==> config.mk <==
export PLATFORM = sky130hd
export DESIGN_NAME = servo_drive_command_framer_core_flat
export DESIGN_NICKNAME = d
export VERILOG_FILES = /design/src/rtl/core/sdcf_pkg.sv /design/src/rtl/core/sdcf_if.sv /design/src/rtl/core/sdcf_front.sv /design/src/rtl/core/sdcf_cmd_queue.sv /design/src/rtl/core/sdcf_back.sv /design/src/rtl/core/servo_drive_command_framer_core.sv /design/src/flat_wrapper.sv
export SDC_FILE = /design/constraint.sdc
export NUM_CORES = 2
export LEC_CHECK = 0
export BUFFER_PORTS_ARGS = -buffer_cell sky130_fd_sc_hd__buf_2
export CAP_MARGIN = 20
export CORE_ASPECT_RATIO = 1.2
export CORE_MARGIN = 2
export CORE_UTILIZATION = 45
export CTS_CLUSTER_SIZE = 12
export DETAILED_ROUTE_END_ITERATION = 10
export GPL_ROUTABILITY_DRIVEN = 0
export SYNTH_ARGS = -nofsm -noshare
export SYNTH_HDL_FRONTEND = slang
export SYNTH_HIERARCHICAL = 1
export SYNTH_SLANG_ARGS = --single-unit
==> constraint.sdc <==
create_clock -name clock -period 10.6 [get_ports clock]
set_input_delay 0.53 -clock clock [delete_from_list [all_inputs] [get_ports clock]]
set_output_delay 0.53 -clock clock [all_outputs]
set_load 0.02 [all_outputs]
==> src/rtl/core/sdcf_pkg.sv <==
// Shared types, constants, frame tables and CRC step of the servo drive command framer.
package sdcf_pkg;

   localparam int MODE_W     = 2;
   localparam int VEL_W      = 24;
   localparam int BYTE_W     = 8;
   localparam int SCALED_W   = 32;
   localparam int PROD_W     = 32;
   localparam int QUOT_W     = 29;
   localparam int RECIP_W    = 32;
   localparam int CRC_W      = 16;
   localparam int IDX_W      = 4;
   localparam int MUL_W      = PROD_W + RECIP_W;

   localparam logic [PROD_W-1:0]  VEL_SCALE   = PROD_W'(437);
   localparam logic [PROD_W-1:0]  VEL_ROUND   = PROD_W'(5);
   localparam logic [RECIP_W-1:0] DIV10_RECIP = 32'hCCCC_CCCD;
   localparam int                 DIV10_SHIFT = 35;

   localparam logic [CRC_W-1:0] XMODEM_GEN = 16'h1021;
   localparam logic [CRC_W-1:0] CRC_INIT   = 16'h0000;

   localparam logic [IDX_W-1:0] HDR_LAST_IDX = 4'd7;
   localparam logic [IDX_W-1:0] DATA_B0_IDX  = 4'd8;
   localparam logic [IDX_W-1:0] DATA_B1_IDX  = 4'd9;
   localparam logic [IDX_W-1:0] DATA_B2_IDX  = 4'd10;
   localparam logic [IDX_W-1:0] DATA_B3_IDX  = 4'd11;
   localparam logic [IDX_W-1:0] CRC_HI_IDX   = 4'd12;
   localparam logic [IDX_W-1:0] LAST_VEL_IDX = 4'd13;
   localparam logic [IDX_W-1:0] LAST_FIX_IDX = 4'd11;

   localparam int QUEUE_DEPTH = 2;
   localparam int QUEUE_PTR_W = (QUEUE_DEPTH > 1) ? $clog2(QUEUE_DEPTH) : 1;
   localparam int QUEUE_CNT_W = $clog2(QUEUE_DEPTH + 1);

   typedef enum logic [MODE_W-1:0] {
      MODE_VEL          = 2'd0,
      MODE_WRITE_ACCESS = 2'd1,
      MODE_BRIDGE_EN    = 2'd2,
      MODE_BRIDGE_DIS   = 2'd3
   } mode_type;

   typedef enum logic {
      BACK_IDLE = 1'b0,
      BACK_SEND = 1'b1
   } back_state_type;

   typedef struct packed {
      mode_type            mode;
      logic                side;
      logic [SCALED_W-1:0] scaled;
   } cmd_type;

   localparam logic [BYTE_W-1:0] VEL_HDR [0:1][0:7] = '{
      '{8'hA5, 8'h3E, 8'h02, 8'h45, 8'h00, 8'h02, 8'h5A, 8'h18},
      '{8'hA5, 8'h3F, 8'h02, 8'h45, 8'h02, 8'h02, 8'h96, 8'h2B}
   };

   localparam logic [BYTE_W-1:0] FIX_FRAME [0:1][1:3][0:11] = '{
      '{
         '{8'hA5, 8'h3E, 8'h02, 8'h07, 8'h00, 8'h01, 8'h19, 8'hB6, 8'hFF, 8'h00, 8'h03, 8'hFF},
         '{8'hA5, 8'h3E, 8'h02, 8'h01, 8'h00, 8'h01, 8'hAB, 8'h16, 8'h00, 8'h00, 8'h00, 8'h00},
         '{8'hA5, 8'h3E, 8'h02, 8'h01, 8'h00, 8'h01, 8'hAB, 8'h16, 8'h01, 8'h00, 8'h33, 8'h31}
      },
      '{
         '{8'hA5, 8'h3F, 8'h02, 8'h07, 8'h00, 8'h01, 8'hB3, 8'hE7, 8'hFF, 8'h00, 8'h03, 8'hFF},
         '{8'hA5, 8'h3F, 8'h02, 8'h01, 8'h00, 8'h01, 8'h01, 8'h47, 8'h00, 8'h00, 8'h00, 8'h00},
         '{8'hA5, 8'h3F, 8'h02, 8'h01, 8'h00, 8'h01, 8'h01, 8'h47, 8'h01, 8'h00, 8'h33, 8'h31}
      }
   };

   function automatic logic [CRC_W-1:0] crc16_byte_f(input logic [CRC_W-1:0] crc,
                                                     input logic [BYTE_W-1:0] data);
      logic [CRC_W-1:0] c;
      c = crc ^ {data, 8'h00};
      for (int i = 0; i < BYTE_W; i++) begin
         if (c[CRC_W-1]) begin
            c = {c[CRC_W-2:0], 1'b0} ^ XMODEM_GEN;
         end else begin
            c = {c[CRC_W-2:0], 1'b0};
         end
      end
      return c;
   endfunction

   function automatic logic [BYTE_W-1:0] frame_byte_f(input cmd_type cmd,
                                                      input logic [IDX_W-1:0] idx,
                                                      input logic [CRC_W-1:0] crc);
      logic [BYTE_W-1:0] b;
      b = '0;
      if (cmd.mode == MODE_VEL) begin
         if (idx <= HDR_LAST_IDX) begin
            b = VEL_HDR[cmd.side][idx[2:0]];
         end else begin
            unique case (idx)
               DATA_B0_IDX: b = cmd.scaled[7:0];
               DATA_B1_IDX: b = cmd.scaled[15:8];
               DATA_B2_IDX: b = cmd.scaled[23:16];
               DATA_B3_IDX: b = cmd.scaled[31:24];
               CRC_HI_IDX:  b = crc[15:8];
               default:     b = crc[7:0];
            endcase
         end
      end else begin
         b = FIX_FRAME[cmd.side][cmd.mode][idx];
      end
      return b;
   endfunction

endpackage

==> src/rtl/core/sdcf_if.sv <==
// Command and byte stream channel interfaces of the servo drive command framer.
interface sdcf_req_if;
   import sdcf_pkg::*;
   logic                    valid;
   logic                    ready;
   logic [MODE_W-1:0]       mode;
   logic                    motor_side;
   logic signed [VEL_W-1:0] velocity_request;

   modport source (output valid, mode, motor_side, velocity_request, input ready);
   modport sink   (input valid, mode, motor_side, velocity_request, output ready);
endinterface

interface sdcf_rsp_if;
   import sdcf_pkg::*;
   logic              valid;
   logic              ready;
   logic [BYTE_W-1:0] frame_byte;
   logic              last_byte;

   modport source (output valid, frame_byte, last_byte, input ready);
   modport sink   (input valid, frame_byte, last_byte, output ready);
endinterface

==> src/rtl/core/sdcf_front.sv <==
// Command intake: classifies the command and scales the velocity in a three stage pipe.
module sdcf_front (
   input  logic             clock,
   input  logic             reset,
   sdcf_req_if.sink         req_bus,
   output sdcf_pkg::cmd_type push_cmd,
   output logic             push_valid,
   input  logic             push_ready
);
   import sdcf_pkg::*;

   logic                advance;
   logic [VEL_W-1:0]    vel_bits;
   logic                vel_neg;
   logic [VEL_W-1:0]    vel_mag;
   logic [MUL_W-1:0]    recip_prod;

   logic                valid1_ff, valid1_in;
   mode_type            mode1_ff;
   logic                side1_ff;
   logic                neg1_ff;
   logic [VEL_W-1:0]    mag1_ff;

   logic                valid2_ff, valid2_in;
   mode_type            mode2_ff;
   logic                side2_ff;
   logic                neg2_ff;
   logic [PROD_W-1:0]   prod2_ff, prod2_in;

   logic                valid3_ff, valid3_in;
   mode_type            mode3_ff;
   logic                side3_ff;
   logic                neg3_ff;
   logic [QUOT_W-1:0]   quot3_ff, quot3_in;

   assign advance       = !valid3_ff || push_ready;
   assign req_bus.ready = advance;

   assign vel_bits = req_bus.velocity_request;
   assign vel_neg  = vel_bits[VEL_W-1];
   assign vel_mag  = vel_neg ? (~vel_bits + VEL_W'(1)) : vel_bits;

   assign valid1_in = req_bus.valid;
   assign valid2_in = valid1_ff;
   assign valid3_in = valid2_ff;

   assign prod2_in   = PROD_W'(mag1_ff) * VEL_SCALE + VEL_ROUND;
   assign recip_prod = MUL_W'(prod2_ff) * MUL_W'(DIV10_RECIP);
   assign quot3_in   = recip_prod[DIV10_SHIFT +: QUOT_W];

   always_ff @(posedge clock) begin
      if (reset) begin
         valid1_ff <= 1'b0;
         valid2_ff <= 1'b0;
         valid3_ff <= 1'b0;
      end else if (advance) begin
         valid1_ff <= valid1_in;
         valid2_ff <= valid2_in;
         valid3_ff <= valid3_in;
      end
   end

   always_ff @(posedge clock) begin
      if (advance) begin
         mode1_ff <= mode_type'(req_bus.mode);
         side1_ff <= req_bus.motor_side;
         neg1_ff  <= vel_neg;
         mag1_ff  <= vel_mag;
         mode2_ff <= mode1_ff;
         side2_ff <= side1_ff;
         neg2_ff  <= neg1_ff;
         prod2_ff <= prod2_in;
         mode3_ff <= mode2_ff;
         side3_ff <= side2_ff;
         neg3_ff  <= neg2_ff;
         quot3_ff <= quot3_in;
      end
   end

   assign push_valid      = valid3_ff;
   assign push_cmd.mode   = mode3_ff;
   assign push_cmd.side   = side3_ff;
   assign push_cmd.scaled = neg3_ff ? (SCALED_W'(0) - SCALED_W'(quot3_ff))
                                    : SCALED_W'(quot3_ff);

`ifndef SYNTHESIS
   a_hold_on_stall: assert property (@(posedge clock) disable iff (reset)
      (valid3_ff && !push_ready) |=> (valid3_ff && $stable(quot3_ff) && $stable(neg3_ff)))
      else $error("front output changed while stalled");
   a_take_enters_pipe: assert property (@(posedge clock) disable iff (reset)
      (req_bus.valid && req_bus.ready) |=> valid1_ff)
      else $error("accepted command lost in first stage");
   a_stage_moves: assert property (@(posedge clock) disable iff (reset)
      (valid2_ff && advance) |=> valid3_ff)
      else $error("second stage did not advance");
`endif

endmodule

==> src/rtl/core/sdcf_cmd_queue.sv <==
// Short command queue between the intake pipe and the byte serializer.
module sdcf_cmd_queue (
   input  logic              clock,
   input  logic              reset,
   input  sdcf_pkg::cmd_type push_cmd,
   input  logic              push_valid,
   output logic              push_ready,
   output sdcf_pkg::cmd_type pop_cmd,
   output logic              pop_valid,
   input  logic              pop_ready
);
   import sdcf_pkg::*;

   cmd_type                  slot_ff [QUEUE_DEPTH];
   logic [QUEUE_PTR_W-1:0]   wr_ptr_ff, wr_ptr_in;
   logic [QUEUE_PTR_W-1:0]   rd_ptr_ff, rd_ptr_in;
   logic [QUEUE_CNT_W-1:0]   count_ff, count_in;
   logic                     do_push;
   logic                     do_pop;

   assign push_ready = (count_ff != QUEUE_CNT_W'(QUEUE_DEPTH));
   assign pop_valid  = (count_ff != '0);
   assign pop_cmd    = slot_ff[rd_ptr_ff];

   assign do_push = push_valid && push_ready;
   assign do_pop  = pop_valid && pop_ready;

   always_comb begin
      wr_ptr_in = wr_ptr_ff;
      rd_ptr_in = rd_ptr_ff;
      count_in  = count_ff;
      if (do_push) begin
         wr_ptr_in = (wr_ptr_ff == QUEUE_PTR_W'(QUEUE_DEPTH - 1)) ? '0
                                                                  : wr_ptr_ff + 1'b1;
      end
      if (do_pop) begin
         rd_ptr_in = (rd_ptr_ff == QUEUE_PTR_W'(QUEUE_DEPTH - 1)) ? '0
                                                                  : rd_ptr_ff + 1'b1;
      end
      if (do_push && !do_pop) begin
         count_in = count_ff + 1'b1;
      end else if (do_pop && !do_push) begin
         count_in = count_ff - 1'b1;
      end
   end

   always_ff @(posedge clock) begin
      if (reset) begin
         wr_ptr_ff <= '0;
         rd_ptr_ff <= '0;
         count_ff  <= '0;
      end else begin
         wr_ptr_ff <= wr_ptr_in;
         rd_ptr_ff <= rd_ptr_in;
         count_ff  <= count_in;
      end
   end

   always_ff @(posedge clock) begin
      if (do_push) begin
         slot_ff[wr_ptr_ff] <= push_cmd;
      end
   end

`ifndef SYNTHESIS
   a_count_bound: assert property (@(posedge clock) disable iff (reset)
      count_ff <= QUEUE_CNT_W'(QUEUE_DEPTH))
      else $error("queue count overflow");
   a_push_only: assert property (@(posedge clock) disable iff (reset)
      (do_push && !do_pop) |=> (count_ff == $past(count_ff) + 1'b1))
      else $error("queue count missed a push");
   a_ptr_gap: assert property (@(posedge clock) disable iff (reset)
      (count_ff == '0) |-> (wr_ptr_ff == rd_ptr_ff))
      else $error("queue pointers disagree when empty");
`endif

endmodule

==> src/rtl/core/sdcf_back.sv <==
// Byte serializer: walks each queued command frame, folds the CRC, and drives the output register.
module sdcf_back (
   input  logic              clock,
   input  logic              reset,
   input  sdcf_pkg::cmd_type pop_cmd,
   input  logic              pop_valid,
   output logic              pop_ready,
   sdcf_rsp_if.source        rsp_bus
);
   import sdcf_pkg::*;

   back_state_type     state_ff, state_in;
   cmd_type            cmd_ff;
   logic [IDX_W-1:0]   idx_ff;
   logic [CRC_W-1:0]   crc_ff;
   logic               rsp_valid_ff;
   logic [BYTE_W-1:0]  rsp_byte_ff;
   logic               rsp_last_ff;

   logic               out_free;
   logic               cur_last;
   logic [BYTE_W-1:0]  cur_byte;
   logic               emit;
   logic               load;
   logic               in_data;

   assign out_free = !rsp_valid_ff || rsp_bus.ready;
   assign cur_last = (cmd_ff.mode == MODE_VEL) ? (idx_ff == LAST_VEL_IDX)
                                               : (idx_ff == LAST_FIX_IDX);
   assign cur_byte = frame_byte_f(cmd_ff, idx_ff, crc_ff);
   assign in_data  = (cmd_ff.mode == MODE_VEL) && (idx_ff >= DATA_B0_IDX)
                     && (idx_ff <= DATA_B3_IDX);

   always_comb begin
      state_in = state_ff;
      unique case (state_ff)
         BACK_IDLE: begin
            if (pop_valid) begin
               state_in = BACK_SEND;
            end
         end
         BACK_SEND: begin
            if (out_free && cur_last && !pop_valid) begin
               state_in = BACK_IDLE;
            end
         end
         default: state_in = BACK_IDLE;
      endcase
   end

   always_comb begin
      emit      = 1'b0;
      pop_ready = 1'b0;
      unique case (state_ff)
         BACK_IDLE: begin
            pop_ready = 1'b1;
         end
         BACK_SEND: begin
            emit      = out_free;
            pop_ready = out_free && cur_last;
         end
         default: begin
            emit      = 1'b0;
            pop_ready = 1'b0;
         end
      endcase
   end

   assign load = pop_valid && pop_ready;

   always_ff @(posedge clock) begin
      if (reset) begin
         state_ff     <= BACK_IDLE;
         rsp_valid_ff <= 1'b0;
      end else begin
         state_ff <= state_in;
         if (out_free) begin
            rsp_valid_ff <= emit;
         end
      end
   end

   always_ff @(posedge clock) begin
      if (load) begin
         cmd_ff <= pop_cmd;
         idx_ff <= '0;
         crc_ff <= CRC_INIT;
      end else if (emit) begin
         idx_ff <= idx_ff + 1'b1;
         if (in_data) begin
            crc_ff <= crc16_byte_f(crc_ff, cur_byte);
         end
      end
      if (emit) begin
         rsp_byte_ff <= cur_byte;
         rsp_last_ff <= cur_last;
      end
   end

   assign rsp_bus.valid      = rsp_valid_ff;
   assign rsp_bus.frame_byte = rsp_byte_ff;
   assign rsp_bus.last_byte  = rsp_last_ff;

`ifndef SYNTHESIS
   a_fix_idx_bound: assert property (@(posedge clock) disable iff (reset)
      (state_ff == BACK_SEND && cmd_ff.mode != MODE_VEL) |-> (idx_ff <= LAST_FIX_IDX))
      else $error("fixed frame index overrun");
   a_vel_idx_bound: assert property (@(posedge clock) disable iff (reset)
      (state_ff == BACK_SEND) |-> (idx_ff <= LAST_VEL_IDX))
      else $error("velocity frame index overrun");
   a_chain_frames: assert property (@(posedge clock) disable iff (reset)
      (emit && cur_last && pop_valid) |=> (state_ff == BACK_SEND && idx_ff == '0))
      else $error("next frame not started after last beat");
   a_last_pops: assert property (@(posedge clock) disable iff (reset)
      (rsp_valid_ff && rsp_last_ff && rsp_bus.ready) |-> (state_ff == BACK_IDLE || idx_ff == '0
                                                          || emit))
      else $error("serializer stuck after last beat");
`endif

endmodule

==> src/rtl/core/servo_drive_command_framer_core.sv <==
// Top level of the servo drive command framer.
// Each accepted command becomes one drive frame streamed one byte per beat, with last_byte on
// the final beat: a velocity command (mode 0) gives 14 bytes (header, velocity scaled by 43.7
// as four little-endian bytes, CRC-16/XMODEM of those bytes high byte first), and modes 1 to 3
// give fixed 12-byte frames. The byte serializer sends one byte per cycle while the output is
// ready; frames follow each other with no gap when the next command is already queued. On an
// idle block the first byte passes the intake pipe stages, the queue slot, the serializer's
// command register and its output register before it is valid. A two-entry command queue lets
// new commands be taken while a frame is still streaming.
module servo_drive_command_framer_core (
   input  logic     clock,
   input  logic     reset,
   sdcf_req_if.sink   req_bus,
   sdcf_rsp_if.source rsp_bus
);
   import sdcf_pkg::*;

   cmd_type push_cmd;
   logic    push_valid;
   logic    push_ready;
   cmd_type pop_cmd;
   logic    pop_valid;
   logic    pop_ready;

   sdcf_front u_front (
      .clock      (clock),
      .reset      (reset),
      .req_bus    (req_bus),
      .push_cmd   (push_cmd),
      .push_valid (push_valid),
      .push_ready (push_ready)
   );

   sdcf_cmd_queue u_queue (
      .clock      (clock),
      .reset      (reset),
      .push_cmd   (push_cmd),
      .push_valid (push_valid),
      .push_ready (push_ready),
      .pop_cmd    (pop_cmd),
      .pop_valid  (pop_valid),
      .pop_ready  (pop_ready)
   );

   sdcf_back u_back (
      .clock     (clock),
      .reset     (reset),
      .pop_cmd   (pop_cmd),
      .pop_valid (pop_valid),
      .pop_ready (pop_ready),
      .rsp_bus   (rsp_bus)
   );

endmodule

==> src/flat_wrapper.sv <==
// flat-port wrapper written by rule: the top's interface ports become plain ports
module servo_drive_command_framer_core_flat import sdcf_pkg::*;
  (clock, reset, req_bus_valid, req_bus_mode, req_bus_motor_side, req_bus_velocity_request, req_bus_ready, rsp_bus_valid, rsp_bus_frame_byte, rsp_bus_last_byte, rsp_bus_ready);
  sdcf_req_if req_bus_i ();
  sdcf_rsp_if rsp_bus_i ();
  input  logic clock;
  input  logic reset;
  input wire logic [$bits(req_bus_i.valid)-1:0] req_bus_valid;
  input wire logic [$bits(req_bus_i.mode)-1:0] req_bus_mode;
  input wire logic [$bits(req_bus_i.motor_side)-1:0] req_bus_motor_side;
  input wire logic [$bits(req_bus_i.velocity_request)-1:0] req_bus_velocity_request;
  output wire logic [$bits(req_bus_i.ready)-1:0] req_bus_ready;
  output wire logic [$bits(rsp_bus_i.valid)-1:0] rsp_bus_valid;
  output wire logic [$bits(rsp_bus_i.frame_byte)-1:0] rsp_bus_frame_byte;
  output wire logic [$bits(rsp_bus_i.last_byte)-1:0] rsp_bus_last_byte;
  input wire logic [$bits(rsp_bus_i.ready)-1:0] rsp_bus_ready;
  assign req_bus_i.valid = req_bus_valid;
  assign req_bus_i.mode = req_bus_mode;
  assign req_bus_i.motor_side = req_bus_motor_side;
  assign req_bus_i.velocity_request = req_bus_velocity_request;
  assign req_bus_ready = req_bus_i.ready;
  assign rsp_bus_valid = rsp_bus_i.valid;
  assign rsp_bus_frame_byte = rsp_bus_i.frame_byte;
  assign rsp_bus_last_byte = rsp_bus_i.last_byte;
  assign rsp_bus_i.ready = rsp_bus_ready;
  servo_drive_command_framer_core u_core (.clock(clock), .reset(reset), .req_bus(req_bus_i), .rsp_bus(rsp_bus_i));
endmodule
## Yosys cells after proc, flatten, opt, wreduce, memory -nomap -nowiden

Memory sizes are Yosys's and may differ from the RTL's. A register that Yosys moved wholly into a read port is not among the register bits.
Index checks and enable logic that the tools add are counted.

- RAM bits: 70
- Input port bits: 31
- Memories kept: 1
- Flip-flop bits (word level): 135
- Logic and storage cells: 145
- Output and inout port bits: 11

- $mul: 2
- Equality and inequality tests: 7
- Bitwise logic cells: 15
- Add/subtract/negate cells: 8
- Multiplexer cells: 61
- Order comparisons: 7
- Reduce and logical (&&, ||, !) cells: 19

Memories:

| memory | depth | width | rd ports | clocked after memory_dff | wr ports | line | source |
|---|---|---|---|---|---|---|---|
| u_core.u_queue.slot_ff | 2 | 35 | 1 | 1 | 1 | sdcf_cmd_queue.sv:14 | `cmd_type slot_ff [QUEUE_DEPTH];` |

Operators by type and width:

| cell | number |
|---|---|
| 288-bit 2-to-1 mux | 2 |
| 16-bit 2-to-1 mux | 21 |
| 273-bit 2-to-1 mux | 1 |
| 96-bit binary-select mux with 2-bit select | 1 |
| 96-bit 2-to-1 mux | 2 |
| 64-bit 2-to-1 mux | 2 |
| 13-bit 2-to-1 mux | 8 |
| 32-bit by 32-bit multiplier with 64-bit output, second input constant | 1 |
| 49-bit 2-to-1 mux | 1 |
| 8-bit 2-to-1 mux | 6 |
| 8-bit case mux with 5 select lines | 1 |
| 32-bit by 3-bit adder with 32-bit output, second input constant | 1 |
| 8-bit binary-select mux with 4-bit select | 1 |
| 24-bit by 9-bit multiplier with 32-bit output, second input constant | 1 |
| 32-bit 2-to-1 mux | 1 |
| 1-bit by 29-bit subtractor with 30-bit output, first input constant | 1 |
| 24-bit by 1-bit adder with 24-bit output, second input constant | 1 |
| 8-bit binary-select mux with 3-bit select | 1 |
| 4-bit == test, second input constant | 6 |
| 24-bit inverter | 1 |
| 3-bit inverter | 8 |
| 23-bit 2-to-1 mux | 1 |
| 16-bit XOR | 1 |
| 4-bit greater-or-equal comparator, second input constant | 2 |
| 24 further kinds | 47 |

## Logic depth before layout (Yosys ltp)

- Depth in word-level cells: 49
- Gate-level depth with buffers: 26
- Mapped depth without buffers: 25

## By module

The synthesis kept the hierarchy.

Modules (own cells, without submodules):

| module | instances | sequential area each (sq um) | area an instance (sq um) | cells an instance |
|---|---|---|---|---|
| sdcf_front | 1 | 2972.9 | 24517.3 | 2303 |
| sdcf_back | 1 | 1761.7 | 3583.4 | 320 |
| sdcf_cmd_queue | 1 | 2202.1 | 2738.9 | 133 |

## Least setup slack after synthesis

Ideal clock, no wire load.

- Path type: flip-flop to flip-flop
- Start: register u_core.u_front.prod2_ff[20]
- End: register u_core.u_front.quot3_ff[23] (data pin)
- Required time: 10342 ps
- Buffers on the path: 0
- Clock period less this slack: 6978 ps
- Slack: 3622 ps
- Setup time: 258 ps
- Arrival time: 6720 ps
- Cell stages (with the launch flop): 26
- Path through: edfxtp_1 > ha_1 > inv_1 > fa_1 > inv_1 > fa_1 > inv_1 > fa_1 > inv_1 > fa_1 > fa_1 > fa_1 > inv_1 > fa_1 > inv_1 > ha_1 > nand2_1 > nor2_1 > nand3_1 > or2_2 > a211o_1 > a211oi_1 > nor3_1 > o21bai_1 > a31oi_1 > xnor2_1

- Longest elaborated chain between the ends: 1

Ends and longest elaborated chain:

| item | line | source |
|---|---|---|
| start: declaration | sdcf_front.sv:28 | `logic [PROD_W-1:0] prod2_ff, prod2_in;` |
| start signal: assignment | sdcf_front.sv:72 | `prod2_ff <= prod2_in;` |
| 32-bit by 32-bit multiplier with 64-bit output | sdcf_front.sv:48 | `assign recip_prod = MUL_W'(prod2_ff) * MUL_W'(DIV10_RECIP);` |
| via u_core.u_front.recip_prod[58] | sdcf_front.sv:16 | `logic [MUL_W-1:0] recip_prod;` |
| end signal: assignment | sdcf_front.sv:76 | `quot3_ff <= quot3_in;` |
| end: declaration | sdcf_front.sv:34 | `logic [QUOT_W-1:0] quot3_ff, quot3_in;` |

The timed path passes the listed nets, and every way through them passes these cells.
A chain may end at the register's enable or synchronous reset.

## Worst setup path in the final report

- Start: register u_core.u_front.prod2_ff[16]
- End: register u_core.u_front.quot3_ff[23] (data pin)

Same word-level chain as after synthesis.

==> summary.txt <==
Final layout
  • P&R area growth vs syn: 6.869%
  • Area of the multi-input gates: 21140 sq um
  • Most common cell after layout, fill and taps aside: inv_1
  • Commonest non-fill, non-tap cells in the layout: inv_1 (662), fa_1 (469), ha_1 (448)
  • Fraction of layout cells with a size suffix above 1: 6.437%
  • Filler cells: 6247
  • Seq. cell area: 6937 sq um
  • Nets: 3738
  • Ant diodes: 0

Drt
  • DR pass1 iterations: 5
  • DRC viols: 0
  • Routed WL per cell: 19.94 microns
  • Initial DRC count: 1054
  • Vias per cell: 5.195
  • WL final: 74190 microns
  • Vias: 19330
  • ANT nets after route: 0

STA
  • Clk_skew: 0.01822 ns
  • RSZ-0062 raised after global routing: no
  • Setup-failing EPs final: 0
  • Final hold viol count: 0
  • Maximum clock frequency: 123.7 MHz
  • Final Critical Period: 8.086 ns
  • Worst Max-Slew Pin Slew: 0.9442 ns
  • Fin crit share: 76.28%
  • Setup TNS: 0 ns
  • Max-slew violations: 0
  • Slew HR: 36.97%

Clocking
  • Clock root buffer: clkbuf_16
  • CTS resizes: 0
  • TritonCTS clock tree: yes
  • Htree depth: 1
  • Clk sinks: 241
  • Clk buf depth: 3
  • Worst-path clk slew: 0.06 ns
  • Clk Latency, worst-skew pair: 0.58 ns
  • Inserted Clock Buffers: 30
  • # hold bufs at CTS: 0
  • Post-CTS setup buffers: 0

Logic synthesis
  • Synth warn: 6
  • Post-synthesis sequential area ratio: 22.49%
  • Number of synthesized flops with an enable pin: 211
  • Mapped Nets: 3704
  • Async SR Flop Fraction: 0%
  • Distinct cells, synth: 99
  • Yosys reg bits: 241
  • Mapped Cells: 2756
  • Ys flop type: edfxtp_1
  • Mapped cell area: 30840 sq um
  • Syn_area_per_cell: 11.19 sq um

Worst hold path
  • Worst min-delay path class: primary input to flip-flop
  • Min-delay src: req_bus_mode[1]

Floorplan
  • Core area: 68050 sq um
  • Die Area: 70650 sq um
  • Initial Util: 45.32%
  • Floorplan row count: 105
  • Die Y: 290.8 microns
  • Num ports: 42
  • Die X-Extent: 243.0 microns

Setup path
  • Critical Path Fanout Max: 5
  • Slowest stage delay, CP: 0.66 ns
  • Worst setup EP type: flip-flop
  • WP buf/inv: 4
  • Crit-path cells: ha_1, inv_1, fa_1, inv_1, fa_1, inv_1, fa_1, inv_1, fa_1, fa_1, fa_1, fa_1, ha_1, and3_1, and4_1, and4_1, o21ai_0, a211o_1, a211oi_1, nor3_1, o21bai_1, a31oi_1, xnor2_1
  • CP max stage cell: a211oi_1
  • Critical path required time: 10.93 ns
  • Critical Path AT: 8.41 ns
  • Critical Path Source: u_core/u_front/prod2_ff[16]
  • FF-to-FF Start: u_core/u_front/prod2_ff[16]
  • Startpoint types: flip-flop
  • Setup Crit Path Kind: flip-flop to flip-flop
  • CP delay by family, top: adder cells
  • CP dominant cell by count: fa_1

GRT
  • Total grt overflow: 0
  • Number of global-route vias before repair: 21300
  • Largest net degree at the start of global routing: 60
  • GR Util All Layers: 21.26%
  • First-pass GRT wire length: 116800 microns
  • Initial antenna violation count: 0

Placement
  • Port Buffers: 41
  • Hpwl dp: 64230 microns

Run status
  • Outcome: finished, final reports clean

Flow run
  • Max cap viols: 0
## worst register-to-register path, stage by stage, from the launching register on
cell and delay (ns):
edfxtp_1 0.55, ha_1 0.54, inv_1 0.18, fa_1 0.54, inv_1 0.06, fa_1 0.55
inv_1 0.07, fa_1 0.50, inv_1 0.06, fa_1 0.55, fa_1 0.43, fa_1 0.53
fa_1 0.44, ha_1 0.31, and3_1 0.19, and4_1 0.24, and4_1 0.18, o21ai_0 0.19
a211o_1 0.31, a211oi_1 0.66, nor3_1 0.20, o21bai_1 0.29, a31oi_1 0.14, xnor2_1 0.14
## synthesized netlist by cell type (15+ instances only)
| library cell | number | area, sq um |
|---|---|---|
| inv_1 | 663 | 2489 |
| fa_1 | 469 | 9389 |
| ha_1 | 448 | 5605 |
| edfxtp_1 | 211 | 6336 |
| xnor2_1 | 110 | 963.4 |
| a21oi_1 | 88 | 440.4 |
| nand2_1 | 88 | 330.3 |
| o21ai_0 | 78 | 390.4 |
| nor2_1 | 62 | 232.7 |
| xor2_1 | 61 | 534.3 |
| a21o_1 | 39 | 292.8 |
| mux2_2 | 35 | 394.1 |
| dfxtp_1 | 30 | 600.6 |
| clkbuf_1 | 24 | 90.09 |
| nand3_1 | 23 | 115.1 |
| nor2b_1 | 18 | 112.6 |
| a211oi_1 | 17 | 127.6 |
| o21bai_1 | 16 | 120.1 |
| nor3_1 | 15 | 75.07 |
## routing by layer
metal | vias up | routed length (microns) | share of wire [%] | GRT usage, %
met2 | 453 | 39640 | 53 | 40.60
met5 | - | 0 | 0 | 0
met1 | 9686 | 28360 | 38 | 24.36
met4 | 0 | 2943 | 4.0 | 7.542
met3 | 154 | 3246 | 4.4 | 2.262
li1 | 9036 | - | - | -
## layout make-up
type	count	area share, %
multi-input combinational	1800	64.13
clock inverter	17	0.5125
inverter	666	7.585
tap	909	3.451
timing repair buffer	51	0.8504
sequential	241	21.05
clock buffer	37	2.422
## flip-flops by register name, indices dropped and copies added, names as in the netlist, 2 cells and up, named ones only
signal	count
u_core/u_queue/slot_ff	70
u_core/u_back/cmd_ff	35
u_core/u_front/prod2_ff	32
u_core/u_front/quot3_ff	29
u_core/u_front/mag1_ff	24
u_core/u_back/crc_ff	16
u_core/u_back/rsp_bus.frame_byte	8
u_core/u_back/idx_ff	4
u_core/u_front/mode1_ff	2
u_core/u_front/mode2_ff	2
u_core/u_front/mode3_ff	2
u_core/u_queue/count_ff	2
## final timing paths
check	to	slack (ns)	cells after the start
hold reg to reg	u_core/u_front/side3_ff	0.42	0
hold / removal	u_core/u_front/mode1_ff[1]	0.13	1
setup / recovery	u_core/u_front/quot3_ff[23]	2.51	23
setup reg to reg	u_core/u_front/quot3_ff[23]	2.51	23
## cells by family (layout without fill, tap and decap cells)
family	after synthesis	in the layout	synth area share [%]
adders and majority gates	917	917	48.62
AOI/OAI and AO/OA	356	356	7.842
xor gates and xnor gates	180	180	5.404
buffers and inverters	715	771	8.995
DFF	241	241	22.49
muxes	41	41	1.473
and+or+nand+nor	306	306	5.173
## through the flow
step	hold WS (ns)	utilization, %	worst slack [ns]	instances	instance area (sq um)
3_3_place_gp	0.4063	47.01	2.663	3667	31990
5_1_grt	0.1086	48.43	2.186	3721	32960
6_report	0.1308	48.43	2.514	3721	32960
2_1_floorplan	0.4003	-	3.622	2756	30840
3_5_place_dp	0.4055	47.01	2.502	3667	31990
4_1_cts	0.1006	48.43	2.475	3721	32960
Power is left out: the tool's default activity adds up to more than one toggle a clock period on the data nets, which glitch-free logic cannot reach.
